--- config.mk ---
export PLATFORM = sky130hd
export DESIGN_NAME = addressed_status_table_with_aging
export DESIGN_NICKNAME = d
export VERILOG_FILES = /design/src/hw/rtl/ast_pkg.sv /design/src/hw/rtl/ast_front.sv /design/src/hw/rtl/ast_back.sv /design/src/hw/rtl/addressed_status_table_with_aging.sv
export SDC_FILE = /design/constraint.sdc
export NUM_CORES = 2
export LEC_CHECK = 0
export BUFFER_PORTS_ARGS = -buffer_cell sky130_fd_sc_hd__buf_2
export CAP_MARGIN = 20
export CORE_UTILIZATION = 50
export CTS_BUF_LIST = sky130_fd_sc_hd__clkbuf_4
export DETAILED_ROUTE_END_ITERATION = 7
export PLACE_DENSITY = 0.67
export SETUP_SLACK_MARGIN = 0.3
export SLEW_MARGIN = 25
export SYNTH_ARGS = -nofsm -noshare
export SYNTH_HDL_FRONTEND = slang
export SYNTH_SLANG_ARGS = --single-unit
--- constraint.sdc ---
create_clock -name clk -period 28.2 [get_ports clk]
set_input_delay 5.64 -clock clk [delete_from_list [all_inputs] [get_ports clk]]
set_output_delay 5.64 -clock clk [all_outputs]
set_load 0.02 [all_outputs]
--- src/hw/rtl/ast_pkg.sv ---
// ----------------------------------------------------------------------------
// ast_pkg
// Shared types and codes for the addressed status table.
// ----------------------------------------------------------------------------
package ast_pkg;

  localparam logic [15:0] MFR_ID_STATUS  = 16'hFFFF;
  localparam logic [15:0] SERVICE_STATUS = 16'hABCD;
  localparam int unsigned CFG_BITS       = 32;

  typedef enum logic [1:0] {
    REG_CHANNEL_FILTER = 2'd0,
    REG_SELECTED_SLOT  = 2'd1,
    REG_TIMEOUT_MS     = 2'd2,
    REG_UNUSED         = 2'd3
  } reg_idx_t;

  typedef enum logic {
    OP_ADVERT = 1'b0,
    OP_TICK   = 1'b1
  } opcode_t;

  typedef enum logic [2:0] {
    EV_FOUND    = 3'd0,
    EV_UPDATED  = 3'd1,
    EV_LOST     = 3'd2,
    EV_REJECTED = 3'd3,
    EV_FULL     = 3'd4,
    EV_SWEEP    = 3'd5
  } event_t;

  typedef enum logic [1:0] {
    CMD_REJECT = 2'd0,
    CMD_ADVERT = 2'd1,
    CMD_TICK   = 2'd2
  } cmd_kind_t;

  typedef struct packed {
    logic              opcode;
    logic [31:0]       now_ms;
    logic [47:0]       adv_addr;
    logic [1:0]        adv_addr_type;
    logic signed [7:0] adv_rssi;
    logic              has_status;
    logic [15:0]       mfr_id;
    logic [15:0]       service_id;
    logic [7:0]        adv_channel;
    logic [63:0]       status_payload;
  } in_t;

  typedef struct packed {
    logic [2:0]        event_res;
    logic [2:0]        slot;
    logic [47:0]       slot_addr;
    logic [1:0]        slot_addr_type;
    logic signed [7:0] slot_rssi;
    logic [63:0]       slot_payload;
    logic signed [3:0] display_slot;
    logic              last;
  } out_t;

  typedef struct packed {
    cmd_kind_t   kind;
    logic [31:0] now_ms;
    logic [47:0] addr;
    logic [1:0]  addr_type;
    logic [7:0]  rssi;
    logic [63:0] payload;
  } cmd_t;

endpackage

--- src/hw/rtl/ast_front.sv ---
// ----------------------------------------------------------------------------
// ast_front
// Accepts items, filters adverts and queues commands for the table engine.
// ----------------------------------------------------------------------------
module ast_front (
  input  logic          clk,
  input  logic          rst,
  input  logic          item_valid,
  output logic          item_stall,
  input  ast_pkg::in_t  item,
  input  logic [7:0]    channel_filter,
  output logic          q_valid,
  output ast_pkg::cmd_t q_cmd,
  input  logic          q_pop
);
  import ast_pkg::*;

  cmd_t       fifo [2];
  logic       wr_ptr;
  logic       rd_ptr;
  logic [1:0] count;
  cmd_t       cmd_in;
  logic       push;
  logic       ok;

  assign item_stall = (count == 2'd2);
  assign push       = item_valid && !item_stall;
  assign q_valid    = (count != 2'd0);
  assign q_cmd      = fifo[rd_ptr];

  always_comb begin
    ok = item.has_status && (item.mfr_id == MFR_ID_STATUS) &&
         (item.service_id == SERVICE_STATUS) &&
         ((channel_filter == 8'd0) || (item.adv_channel == 8'd0) ||
          (channel_filter == item.adv_channel));
    cmd_in.now_ms    = item.now_ms;
    cmd_in.addr      = item.adv_addr;
    cmd_in.addr_type = item.adv_addr_type;
    cmd_in.rssi      = item.adv_rssi;
    cmd_in.payload   = item.status_payload;
    if (item.opcode == OP_TICK) begin
      cmd_in.kind = CMD_TICK;
    end else if (ok) begin
      cmd_in.kind = CMD_ADVERT;
    end else begin
      cmd_in.kind = CMD_REJECT;
    end
  end

  always_ff @(posedge clk) begin
    if (push) begin
      fifo[wr_ptr] <= cmd_in;
    end
  end

  always_ff @(posedge clk) begin
    if (rst) begin
      wr_ptr <= 1'b0;
      rd_ptr <= 1'b0;
      count  <= 2'd0;
    end else begin
      if (push) begin
        wr_ptr <= !wr_ptr;
      end
      if (q_pop) begin
        rd_ptr <= !rd_ptr;
      end
      count <= count + 2'(push) - 2'(q_pop);
    end
  end

endmodule

--- src/hw/rtl/ast_back.sv ---
// ----------------------------------------------------------------------------
// ast_back
// Table engine: match and allocate, aging and newest-entry sweep, result emit.
// ----------------------------------------------------------------------------
module ast_back #(
  parameter int TABLE_SLOTS  = 8,
  parameter int PAYLOAD_BITS = 64
) (
  input  logic          clk,
  input  logic          rst,
  input  logic          q_valid,
  input  ast_pkg::cmd_t q_cmd,
  output logic          q_pop,
  input  logic [3:0]    selected_slot,
  input  logic [31:0]   timeout_ms,
  output logic          result_valid,
  input  logic          result_stall,
  output ast_pkg::out_t result
);
  import ast_pkg::*;

  localparam int IW = (TABLE_SLOTS > 1) ? $clog2(TABLE_SLOTS) : 1;
  localparam int CW = $clog2(TABLE_SLOTS + 1);

  typedef enum logic [3:0] {
    S_IDLE  = 4'b0001,
    S_SWEEP = 4'b0010,
    S_PICK  = 4'b0100,
    S_EMIT  = 4'b1000
  } state_t;

  state_t                  state;
  logic [TABLE_SLOTS-1:0]  valid;
  logic [47:0]             e_addr [TABLE_SLOTS];
  logic [1:0]              e_type [TABLE_SLOTS];
  logic [31:0]             e_seen [TABLE_SLOTS];
  logic [7:0]              e_rssi [TABLE_SLOTS];
  logic [PAYLOAD_BITS-1:0] e_pay  [TABLE_SLOTS];

  logic [CW-1:0]          cnt;
  logic [TABLE_SLOTS-1:0] exp_mask;
  logic                   is_tick;
  logic [31:0]            now;
  event_t                 ev;
  logic [IW-1:0]          ev_idx;
  logic                   ev_with;
  logic                   best_v;
  logic [IW-1:0]          best;
  logic [31:0]            best_seen;
  logic [3:0]             disp;

  logic          hit_v, free_v;
  logic [IW-1:0] hit_idx, open_idx, wr_idx;
  logic          do_write;
  logic [IW-1:0] idx;
  logic          expire, stays;
  logic          sel_ok, sel_hit;
  logic          can_load;
  logic          load;
  logic [IW-1:0] emit_idx;

  always_comb begin
    hit_v    = 1'b0;
    free_v   = 1'b0;
    hit_idx  = '0;
    open_idx = '0;
    for (int i = TABLE_SLOTS - 1; i >= 0; i--) begin
      if (valid[i] && (e_addr[i] == q_cmd.addr)) begin
        hit_v   = 1'b1;
        hit_idx = IW'(i);
      end
      if (!valid[i]) begin
        free_v   = 1'b1;
        open_idx = IW'(i);
      end
    end
  end

  assign q_pop    = (state == S_IDLE) && q_valid;
  assign do_write = q_pop && (q_cmd.kind == CMD_ADVERT) && (hit_v || free_v);
  assign wr_idx   = hit_v ? hit_idx : open_idx;

  assign idx    = cnt[IW-1:0];
  assign expire = is_tick && (timeout_ms != 32'd0) && valid[idx] &&
                  ((now - e_seen[idx]) > timeout_ms);
  assign stays  = valid[idx] && !expire;

  always_comb begin
    sel_ok  = !selected_slot[3] && (32'(selected_slot[2:0]) < TABLE_SLOTS);
    sel_hit = 1'b0;
    for (int i = 0; i < TABLE_SLOTS; i++) begin
      if (sel_ok && (32'(selected_slot[2:0]) == i) && valid[i]) begin
        sel_hit = 1'b1;
      end
    end
  end

  assign can_load = !result_valid || !result_stall;
  assign load     = (state == S_EMIT) && can_load &&
                    (!is_tick || (cnt == CW'(TABLE_SLOTS)) || exp_mask[idx]);
  assign emit_idx = is_tick ? idx : ev_idx;

  always_ff @(posedge clk) begin
    if (do_write) begin
      e_addr[wr_idx] <= q_cmd.addr;
      e_type[wr_idx] <= q_cmd.addr_type;
      e_seen[wr_idx] <= q_cmd.now_ms;
      e_rssi[wr_idx] <= q_cmd.rssi;
      e_pay[wr_idx]  <= q_cmd.payload[PAYLOAD_BITS-1:0];
    end
  end

  always_ff @(posedge clk) begin
    if (rst) begin
      state        <= S_IDLE;
      valid        <= '0;
      result_valid <= 1'b0;
      cnt          <= '0;
    end else begin
      if (result_valid && !result_stall && !load) begin
        result_valid <= 1'b0;
      end
      unique case (state)
        S_IDLE: begin
          if (q_valid) begin
            cnt       <= '0;
            exp_mask  <= '0;
            best_v    <= 1'b0;
            now       <= q_cmd.now_ms;
            is_tick   <= (q_cmd.kind == CMD_TICK);
            ev_idx    <= wr_idx;
            ev_with   <= 1'b0;
            state     <= S_SWEEP;
            case (q_cmd.kind)
              CMD_TICK:   ev <= EV_SWEEP;
              CMD_ADVERT: begin
                if (hit_v || free_v) begin
                  ev      <= hit_v ? EV_UPDATED : EV_FOUND;
                  ev_with <= 1'b1;
                  valid[wr_idx] <= 1'b1;
                end else begin
                  ev <= EV_FULL;
                end
              end
              default:    ev <= EV_REJECTED;
            endcase
          end
        end
        S_SWEEP: begin
          if (expire) begin
            valid[idx]    <= 1'b0;
            exp_mask[idx] <= 1'b1;
          end
          if (stays && (!best_v || (e_seen[idx] > best_seen))) begin
            best_v    <= 1'b1;
            best      <= idx;
            best_seen <= e_seen[idx];
          end
          if (cnt == CW'(TABLE_SLOTS - 1)) begin
            state <= S_PICK;
          end
          cnt <= cnt + 1'b1;
        end
        S_PICK: begin
          if (sel_hit) begin
            disp <= selected_slot;
          end else if (best_v) begin
            disp <= 4'(best);
          end else begin
            disp <= 4'hF;
          end
          cnt   <= '0;
          state <= S_EMIT;
        end
        S_EMIT: begin
          if (is_tick && (cnt != CW'(TABLE_SLOTS))) begin
            if (!exp_mask[idx]) begin
              cnt <= cnt + 1'b1;
            end else if (can_load) begin
              result_valid                <= 1'b1;
              result.event_res            <= EV_LOST;
              result.slot                 <= 3'(idx);
              result.slot_addr            <= e_addr[emit_idx];
              result.slot_addr_type       <= e_type[emit_idx];
              result.slot_rssi            <= e_rssi[emit_idx];
              result.slot_payload         <= 64'(e_pay[emit_idx]);
              result.display_slot         <= disp;
              result.last                 <= 1'b0;
              cnt                         <= cnt + 1'b1;
            end
          end else if (can_load) begin
            result_valid          <= 1'b1;
            result.event_res      <= ev;
            result.slot           <= ev_with ? 3'(ev_idx) : 3'd0;
            result.slot_addr      <= ev_with ? e_addr[emit_idx] : 48'd0;
            result.slot_addr_type <= ev_with ? e_type[emit_idx] : 2'd0;
            result.slot_rssi      <= ev_with ? e_rssi[emit_idx] : 8'd0;
            result.slot_payload   <= ev_with ? 64'(e_pay[emit_idx]) : 64'd0;
            result.display_slot   <= disp;
            result.last           <= 1'b1;
            state                 <= S_IDLE;
          end
        end
        default: state <= S_IDLE;
      endcase
    end
  end

endmodule

--- src/hw/rtl/addressed_status_table_with_aging.sv ---
// ----------------------------------------------------------------------------
// addressed_status_table_with_aging
// Status advert table keyed by device address, with timeout aging.
// ----------------------------------------------------------------------------
// Items enter a two-deep command queue after the advert filter; the table
// engine then handles one item at a time. Each item passes through match
// and allocate, the aging and newest-entry sweep, which visits one slot
// per cycle, the display pick, and then its results (a tick also steps
// past each slot that did not expire); the results are held back by any
// output stall.
module addressed_status_table_with_aging #(
  parameter int TABLE_SLOTS  = 8,
  parameter int PAYLOAD_BITS = 64
) (
  input  logic          clk,
  input  logic          rst,
  input  logic          item_valid,
  output logic          item_stall,
  input  ast_pkg::in_t  item,
  output logic          result_valid,
  input  logic          result_stall,
  output ast_pkg::out_t result,
  input  logic          cfg_we,
  input  logic [1:0]    cfg_index,
  input  logic [31:0]   cfg_data
);
  import ast_pkg::*;

  logic [7:0]  channel_filter;
  logic [3:0]  selected_slot;
  logic [31:0] timeout_ms;
  logic        q_valid;
  logic        q_pop;
  cmd_t        q_cmd;

  always_ff @(posedge clk) begin
    if (rst) begin
      channel_filter <= 8'd0;
      selected_slot  <= 4'hF;
      timeout_ms     <= 32'd30000;
    end else if (cfg_we) begin
      unique case (reg_idx_t'(cfg_index))
        REG_CHANNEL_FILTER: channel_filter <= cfg_data[7:0];
        REG_SELECTED_SLOT:  selected_slot  <= cfg_data[3:0];
        REG_TIMEOUT_MS:     timeout_ms     <= cfg_data;
        default: ;
      endcase
    end
  end

  ast_front u_front (
    .clk            (clk),
    .rst            (rst),
    .item_valid     (item_valid),
    .item_stall     (item_stall),
    .item           (item),
    .channel_filter (channel_filter),
    .q_valid        (q_valid),
    .q_cmd          (q_cmd),
    .q_pop          (q_pop)
  );

  ast_back #(
    .TABLE_SLOTS  (TABLE_SLOTS),
    .PAYLOAD_BITS (PAYLOAD_BITS)
  ) u_back (
    .clk           (clk),
    .rst           (rst),
    .q_valid       (q_valid),
    .q_cmd         (q_cmd),
    .q_pop         (q_pop),
    .selected_slot (selected_slot),
    .timeout_ms    (timeout_ms),
    .result_valid  (result_valid),
    .result_stall  (result_stall),
    .result        (result)
  );

endmodule

==> impl_metrics.toml <==
[yosys]
synthMuxAreaShare = 0.128
synth_area_per_cell_um2 = 17.9
async_flop_share = 0
synth_cells = 4249
ys_types = 78
synth_area_um2 = 75900
ys_top_cells_by_count = "edfxtp_1 (1765), xnor2_1 (383), nand2_1 (350), mux4_2 (312), a21oi_1 (207)"
synth-main-ff-cell = "edfxtp_1"
yosysTopAreaCellShare = 0.698
yosysSeqAreaShare = 0.717
synth_warnings = 0
synthTopCellsByArea = "edfxtp_1 (70%), mux4_2 (9.3%), xnor2_1 (4.4%), dfxtp_1 (1.8%), nand2_1 (1.7%)"
yosys.area_share.simple = 0.0427
ys_ff_latch = 1834
synth_top_family_by_area = "multiplexers"
synth_edf_count = 1765
synthAdderAreaFrac = 0.0171
synthesis.nets = 4587
synthXorXnorAreaFrac = 0.0470
synth_top_area_cell = "edfxtp_1"
synth_compound_area_frac = 0.0306
post-synth-top-count-cell = "edfxtp_1"

[critical_path]
cp_slowest_cell = "buf_4"
cp_num_buf_inv = 5
critical_path_class = "reg -> reg"
end_kind = "flip-flop"
cp.required_ps = 29070
startpoint_type = "flip-flop"
crit_path_frequent_cell = "buf_4"
max_stage_delay_ps = 860
arrival_ps = 10070
cp_max_fo = 56
crit_chain = "buf_4 -> buf_4 -> mux2i_4 -> xnor2_1 -> nor4_1 -> nand4_1 -> nor4_2 -> o21ai_0 -> a211oi_2 -> or2_1 -> nor2b_4 -> buf_4 -> buf_4 -> buf_4"
cp_top_family = "buffers and inverters"

[sta]
fin_crit_ps = 9200
fmax_ghz = 0.109
max_slew_margin = 0.246
worst_clock_skew_ps = 128
tightest_slew_ps = 1120
finalSetupTns_ps = 0
hold_viol_final = 0
slew_viol_final = 0
rsz0062_at_grt = "no"
setup_slack_ps = 19000
whs_ps = 419
setup_viol = 0
min_period_over_period = 0.326

[flow_run]
drv_cap = 0

[die]
pin_count = 370
coreArea_um2 = 150000
rows = 142
die_w_um = 392
die-area_um2 = 153000
die_y_um = 392
start_util = 0.505

[detailed_routing]
drt-total-wl_um = 200000
dr.pass1.iters = 6
viasPerCell = 5.81
ant_nets = 0
drc = 0
post_drt_wl_per_cell_um = 27.3
num_vias = 42540
drt_iter0_drc = 3904

[placed_design]
placed_area_um2 = 80300
pre_cts_slack_ps = 19040
placed_cells = 6539
globalplace.congestion = 1.08
portBuffers = 369
dp_hpwl_um = 125000

[cts]
clkTransAtPathRegs_ps = 60
cts_tree = "done"
post_cts_buffers = 0
clk_latency_ps = 1340
cts-resized-gates = 0
clock_path_buffers = 4
cts_root_buf = "clkbuf_4"
cts.sinks = 1834
cts_buffers = 468
cts_hold_buffers = 0
cts_htree_levels = 5

[cells_and_area]
fin_area_um2 = 85900
layout-drive-gt1-share = 0.307
fillers = 11678
final_core_util = 0.571
area_delta_synth_final_pct = 13.2
instances_no_fill = 7327
nets = 5332

[grt]
grt_pass1_vias = 42590
grt_pass1_wl_um = 286000
antenna_found_initial = 24
grt_overflow = 0
grt_max_degree = 116
groute.usage.overall = 0.260

[min_path]
hold_class = "reg -> reg"

[power_and_ir_drop]
p_per_area_nw_per_um2 = 83.9
vdd_drop_max_v = 0.0000469
total_power_mw = 7.21
leakage_nw = 28.9

[run_status]
outcome = "complete, no violations"
-- final cells by class --
type                       instances  area (um^2)  share of cell area
antenna                           10         25.0            0.000291
tap                             2016         2520              0.0294
sequential                      1834        54400               0.633
timing repair buffer             431         2410              0.0280
clock inverter                   104          499             0.00581
inverter                         177          687             0.00800
multi-input combinational       2082        20300               0.236
clock buffer                     673         5050              0.0588
-- layer usage --
metal  share of wire  up-vias  track usage
met5         0.00076        -            0
met1            0.41    21584        0.354
met2            0.46     2151        0.396
li1                -    18377            -
met3           0.093      404       0.0724
met4           0.034       24        0.108
-- worst reg2reg max path: stages (launching register included) --
cell	delay, ps
dfxtp_4	520
buf_4	720
buf_4	940
mux2i_4	730
xnor2_1	130
nor4_1	500
nand4_1	270
nor4_2	340
o21ai_0	210
a211oi_2	510
or2_1	560
nor2b_4	810
buf_4	690
buf_4	840
buf_4	880
-- path summary, 6_finish.rpt --
kind | start | end | slack [ps] | cells after the start
setup / recovery | flip-flop | u_back.e_seen[7][24]$_DFFE_PP_ | 19000 | 14
hold / removal | u_back.disp[2]$_DFFE_PP_ | u_back.result[3]$_DFFE_PP_ | 420 | 0
setup reg to reg | flip-flop | u_back.e_seen[7][24]$_DFFE_PP_ | 19000 | 14
hold reg to reg | u_back.disp[2]$_DFFE_PP_ | u_back.result[3]$_DFFE_PP_ | 420 | 0
-- flip-flops by register name, indices dropped and copies added, names as in the netlist, 32 cells and up, named ones only --
register,flops
u_back.e_seen,256
u_back.best_seen,32
u_front.fifo,312
u_back.e_pay,512
u_back.result,133
u_back.e_rssi,64
u_back.now,32
u_back.e_addr,384
timeout_ms,32
-- report_power, final --
part,leakage (nW),internal (mW),switching [mW]
registers,16.6,3.29,0.0679
logic,9.06,0.641,1.07
clock network,3.32,1.11,1.03
-- placed cells by master, fill, tap and decap left out, types with 24 or more instances in the layout --
| cell type | instances |
|---|---|
| xor2_1 | 24 |
| clkbuf_4 | 673 |
| buf_4 | 54 |
| dfxtp_1 | 65 |
| a21oi_1 | 207 |
| o21ai_0 | 34 |
| mux2i_4 | 41 |
| mux2i_1 | 52 |
| nand2_1 | 350 |
| nand4_1 | 42 |
| mux4_2 | 312 |
| nand3_1 | 33 |
| ha_1 | 102 |
| mux2_2 | 106 |
| edfxtp_1 | 1765 |
| nor2_1 | 62 |
| buf_2 | 369 |
| nor4_1 | 96 |
| inv_1 | 173 |
| clkinv_1 | 86 |
| a21o_1 | 35 |
| xnor2_1 | 383 |
-- cell families (layout without fill, tap and decap cells) --
group | Yosys count | count (layout)
AO/OA/AOI/OAI | 380 | 380
XOR/XNOR | 407 | 407
adder cells (fa/ha/maj) | 103 | 103
buffers and inverters | 333 | 1385
flip-flops | 1834 | 1834
multiplexers | 519 | 519
other | 0 | 10
AND/OR/NAND/NOR | 673 | 673
(Power assumes the default switching activity.)
